**src/msp_pkg.sv**
```systemverilog
// msp_pkg: shared types and codes for the multi-stack shared-pool block
// used by msp_ctrl, msp_datapath and multi_stack_shared_pool; no dependencies
`timescale 1ns / 1ps
`default_nettype none

package msp_pkg;

    localparam int unsigned ID_W    = 4;
    localparam int unsigned VALUE_W = 32;

    typedef enum logic [1:0] {
        STAT_OK     = 2'd0,
        STAT_EMPTY  = 2'd1,
        STAT_FULL   = 2'd2,
        STAT_BAD_ID = 2'd3
    } msp_status_t;

    typedef enum logic {
        MSP_IDLE,
        MSP_EXEC
    } msp_state_t;

    typedef enum logic [1:0] {
        OP_NONE,
        OP_PUSH_FREE,
        OP_PUSH_FRESH,
        OP_POP
    } msp_op_t;

    typedef struct packed {
        logic        load;
        logic        exec;
        msp_op_t     op;
        msp_status_t code;
    } msp_cmd_t;

    typedef struct packed {
        logic bad_id;
        logic is_pop;
        logic top_empty;
        logic free_empty;
        logic fresh_full;
    } msp_flags_t;

endpackage : msp_pkg

`default_nettype wire

```
**src/msp_ctrl.sv**
```systemverilog
// msp_ctrl: two-state controller, input and result handshakes, operation choice
// depends on msp_pkg; drives msp_datapath through msp_cmd_t
`timescale 1ns / 1ps
`default_nettype none

module msp_ctrl (
    input  wire logic               aclk,
    input  wire logic               aresetn,
    input  wire logic               s_valid,
    output logic                    s_ready,
    output logic                    m_valid,
    input  wire logic               m_ready,
    input  wire msp_pkg::msp_flags_t flags,
    output msp_pkg::msp_cmd_t       cmd
);
    import msp_pkg::*;

    msp_state_t state_reg, state_next;
    logic       m_valid_reg, m_valid_next;

    always_ff @(posedge aclk) begin
        if (!aresetn) begin
            state_reg   <= MSP_IDLE;
            m_valid_reg <= 1'b0;
        end else begin
            state_reg   <= state_next;
            m_valid_reg <= m_valid_next;
        end
    end

    always_comb begin
        state_next   = state_reg;
        m_valid_next = m_valid_reg;
        s_ready      = 1'b0;
        cmd.load     = 1'b0;
        cmd.exec     = 1'b0;
        cmd.op       = OP_NONE;
        cmd.code     = STAT_OK;
        if (m_valid_reg && m_ready) begin
            m_valid_next = 1'b0;
        end
        case (state_reg)
            MSP_IDLE: begin
                s_ready  = aresetn && (!m_valid_reg || m_ready);
                cmd.load = s_valid && s_ready;
                if (cmd.load) begin
                    state_next = MSP_EXEC;
                end
            end
            MSP_EXEC: begin
                cmd.exec     = 1'b1;
                m_valid_next = 1'b1;
                state_next   = MSP_IDLE;
                if (flags.bad_id) begin
                    cmd.code = STAT_BAD_ID;
                end else if (flags.is_pop) begin
                    if (flags.top_empty) begin
                        cmd.code = STAT_EMPTY;
                    end else begin
                        cmd.op = OP_POP;
                    end
                end else if (!flags.free_empty) begin
                    cmd.op = OP_PUSH_FREE;
                end else if (!flags.fresh_full) begin
                    cmd.op = OP_PUSH_FRESH;
                end else begin
                    cmd.code = STAT_FULL;
                end
            end
            default: begin
                state_next = MSP_IDLE;
            end
        endcase
    end

    assign m_valid = m_valid_reg;

`ifndef SYNTHESIS
    a_result_after_exec: assert property (@(posedge aclk) disable iff (!aresetn)
        $rose(m_valid_reg) |-> $past(state_reg == MSP_EXEC))
        else $error("result appeared without an execute cycle");

    a_no_load_over_result: assert property (@(posedge aclk) disable iff (!aresetn)
        cmd.load |-> (!m_valid_reg || m_ready))
        else $error("item accepted while result slot still held");

    a_exec_one_cycle: assert property (@(posedge aclk) disable iff (!aresetn)
        (state_reg == MSP_EXEC) |=> (state_reg == MSP_IDLE) && m_valid_reg)
        else $error("execute did not finish in one cycle");
`endif

endmodule : msp_ctrl

`default_nettype wire

```
**config.mk**
```make
export PLATFORM = sky130hd
export DESIGN_NAME = msp_ctrl
export DESIGN_NICKNAME = d
export VERILOG_FILES = /design/src/msp_pkg.sv /design/src/msp_ctrl.sv
export SDC_FILE = /design/constraint.sdc
export NUM_CORES = 1
export LEC_CHECK = 0
export BUFFER_PORTS_ARGS = -buffer_cell sky130_fd_sc_hd__buf_2
export CAP_MARGIN = 20
export CORE_AREA = 2 2 39 41
export DETAILED_ROUTE_END_ITERATION = 8
export DIE_AREA = 0 0 41 43
export SLEW_MARGIN = 20
export SYNTH_ARGS = -nofsm -noshare
export SYNTH_HDL_FRONTEND = slang
export SYNTH_SLANG_ARGS = --single-unit
```
**constraint.sdc**
```tcl
create_clock -name aclk -period 1.6 [get_ports aclk]
set_clock_uncertainty 0.05 [all_clocks]
set_input_delay 0.08 -clock aclk [delete_from_list [all_inputs] [get_ports aclk]]
set_output_delay 0.08 -clock aclk [all_outputs]
set_load 0.01 [all_outputs]
```
==> impl_metrics.tcl <==
set metrics [dict create \
    internal_power_mw 0.159 \
    cellPowerDensity_mw_per_mm2 763 \
    synthesis.instances 21 \
    design.core.area_mm2 0.00138 \
    yosys_register_bits 2 \
    totalPowerFinal_mw 0.208 \
    rsz0062_at_grt "no" \
    power_frac_comb_pct 21.2 \
    num_vias 213 \
    n_fill_cell 161 \
    fin_tns_setup_ns 0 \
    yosysSeqAreaShare_pct 24.2 \
    max-slew-margin-rel_pct 89.5 \
    post_synth.cell_area_avg_um2 7.86 \
    place.gp.congestion 0.497 \
    cells_along_the_critical_path "inv_1 -> and4_1 -> buf_2" \
    cts_tree "built" \
    routedWlPerCell_um 7.63 \
    grtUsageTotal_pct 6.91 \
    most_frequent_cells_in_the_layout "sky130_fd_sc_hd__buf_2 (16), sky130_fd_sc_hd__a21oi_1 (3), sky130_fd_sc_hd__clkbuf_4 (3)" \
    cap_viol_max_count 0 \
    final_min_period_over_clock_period_pct 69.1 \
    timing.critical_path.slowest_cell_delay_ns 0.31 \
    syn-num-nets 30 \
    crit_required_ns 1.47 \
    run_status "finished clean" \
    critical-path-slowest-cell "sky130_fd_sc_hd__dfxtp_1" \
    setup_violations 0 \
    global_route.usage.met1_pct 7.64 \
    cts_hold_buffers 0 \
    finalHoldViolations 0 \
    row_count 14 \
    most_crowded_layer_gr "met2" \
    swShare_pct 23.7 \
    final_layout_size_suffix_gt1_share_pct 52.6 \
    clock_latency_ns 0.22 \
    number_of_antenna_violations_at_the_first_check_in_global_routing 0 \
    crit_type "flip-flop to output pin" \
    post_synth_num_cell_types 14 \
    synthesis.yosys.warnings 0 \
    drt-vias-per-instance 3.94 \
    buffer_and_inverter_count_on_the_worst_path 2 \
    port-buffer-count 16 \
    critical_path.startpoint_type "flip-flop" \
    worst-slew-pin-transition_ns 0.157 \
    io_pins 17 \
    globalRoute.totalOverflow 0 \
    drt_first_iter_violations 2 \
    path_clk_slew_ns 0.03 \
    detailed_place_hpwl_um 368 \
    vdd_drop_max_mv 0.287 \
    drt-total-wl_um 412 \
    cts-root-to-sink-buffers 2 \
    final.setup.worst_slack_ns 0.495 \
    antenna_cell_count 0 \
    clockPowerShare_pct 52.4 \
    die_area_mm2 0.00176 \
    cts_setup_buffers 0 \
    setup.worst_path.end_class "output pin" \
    die_h_um 43 \
    maximum_number_of_pins_on_one_net_before_global_route_repair 7 \
    num-nets-final 49 \
    crit_fanout 6 \
    holdCritPathClass "input port to flip-flop" \
    finalCriticalPeriod_ns 1.10 \
    grtUsageMet2_pct 8.44 \
    number_of_global_route_vias_before_repair 188 \
    drv_slew 0 \
    post-place-ws_ns 0.604 \
    highest_achievable_clock_rate_mhz 905 \
    critical-path-top-delay-family "flip-flops" \
    cts_h_tree_lvls 1 \
    antenna_left 0 \
    post_cts_resize_count 0 \
    worst-endpoint-arrival_ns 0.97 \
    die_w_um 41 \
    number_of_cts_inserted_buffers 3 \
    worst_hold_slack_ns 0.0877 \
    layout-area-overhead-vs-synth_pct 65.2 \
    p_sw_mw 0.0494 \
    clock_sink_count 2 \
    grt_util_met3_pct 4.71 \
    seq_power_share_pct 26.4 \
    initial_utilization_pct 11.9 \
    cts_root_buf "sky130_fd_sc_hd__clkbuf_4" \
    synth.cell_area_um2 165 \
    power.static_leakage_nw 0.147 \
    dr.pass1.iters 2 \
    first_pass_grt_wire_length_um 765 \
    layout_commonest_cell "sky130_fd_sc_hd__buf_2" \
    drt_drc_violations_left 0 \
]
worst paths after layout:
path,start,end,slack (ns),depth (start not counted)
max,state_reg,cmd[5],0.50,3
min,aresetn,m_valid,0.09,2
max reg2reg,m_valid,state_reg,0.84,2
min reg2reg,m_valid,m_valid,0.50,2
logic make-up (layout without fill, tap and decap cells):
kind of cell           Yosys count  count (layout)  synth area share [%]
AO/OA/AOI/OAI                    5               5                  18.2
buffers and inverters            4              21                  13.6
flip-flops                       2               2                  24.2
AND/OR/NAND/NOR                 10              10                  43.9
worst register-to-register path, stage by stage (launching register included):
cell	delay (ns)
sky130_fd_sc_hd__dfxtp_1	0.31
sky130_fd_sc_hd__nand2b_1	0.09
sky130_fd_sc_hd__and4_1	0.21
layout make-up:
type                    instances  area (um^2)  share of cell area [%]
multi-input cells              15          103                    37.6
repair buffers                 16         80.1                    29.4
flip-flops and latches          2         40.0                    14.7
clock buffers                   3         22.5                    8.26
well taps                      16         20.0                    7.34
inverters                       2         7.51                    2.75
per-layer routing:
metal | wire (um) | vias to the layer above
met5 | 0 | -
met4 | 0 | 0
met3 | 45 | 0
met2 | 214 | 8
met1 | 152 | 97
li1 | - | 108
power by group through the flow:
stage	Clock [mW]	Sequential (mW)	Combinational, mW
5_1_grt	0.132	0.0557	0.0508
3_5_place_dp	0	0.0559	0.0450
6_report	0.109	0.0550	0.0441
4_1_cts	0.115	0.0553	0.0452
3_3_place_gp	0	0.0560	0.0443
2_1_floorplan	0	0.0561	0.0243
stage by stage:
step           std cells  instance area [um^2]  utilization [%]
3_3_place_gp          51                   250             18.1
4_1_cts               54                   273             19.7
3_5_place_dp          51                   250             18.1
5_1_grt               54                   273             19.7
2_1_floorplan         21                   165                -
6_report              54                   273             19.7
cells in the mapped netlist:
library cell               instances  area [um^2]
sky130_fd_sc_hd__nor2_1            1         3.75
sky130_fd_sc_hd__or3b_1            1         8.76
sky130_fd_sc_hd__a21boi_0          1         7.51
sky130_fd_sc_hd__and3_1            1         6.26
sky130_fd_sc_hd__inv_1             2         7.51
sky130_fd_sc_hd__and2b_2           1         8.76
sky130_fd_sc_hd__or2b_1            1         7.51
sky130_fd_sc_hd__buf_4             2         15.0
sky130_fd_sc_hd__nand2b_1          2         12.5
sky130_fd_sc_hd__a21oi_1           3         15.0
sky130_fd_sc_hd__a211oi_1          1         7.51
sky130_fd_sc_hd__and4_1            2         17.5
sky130_fd_sc_hd__nand3b_1          1         7.51
sky130_fd_sc_hd__dfxtp_1           2         40.0
(Power assumes the default switching activity.)
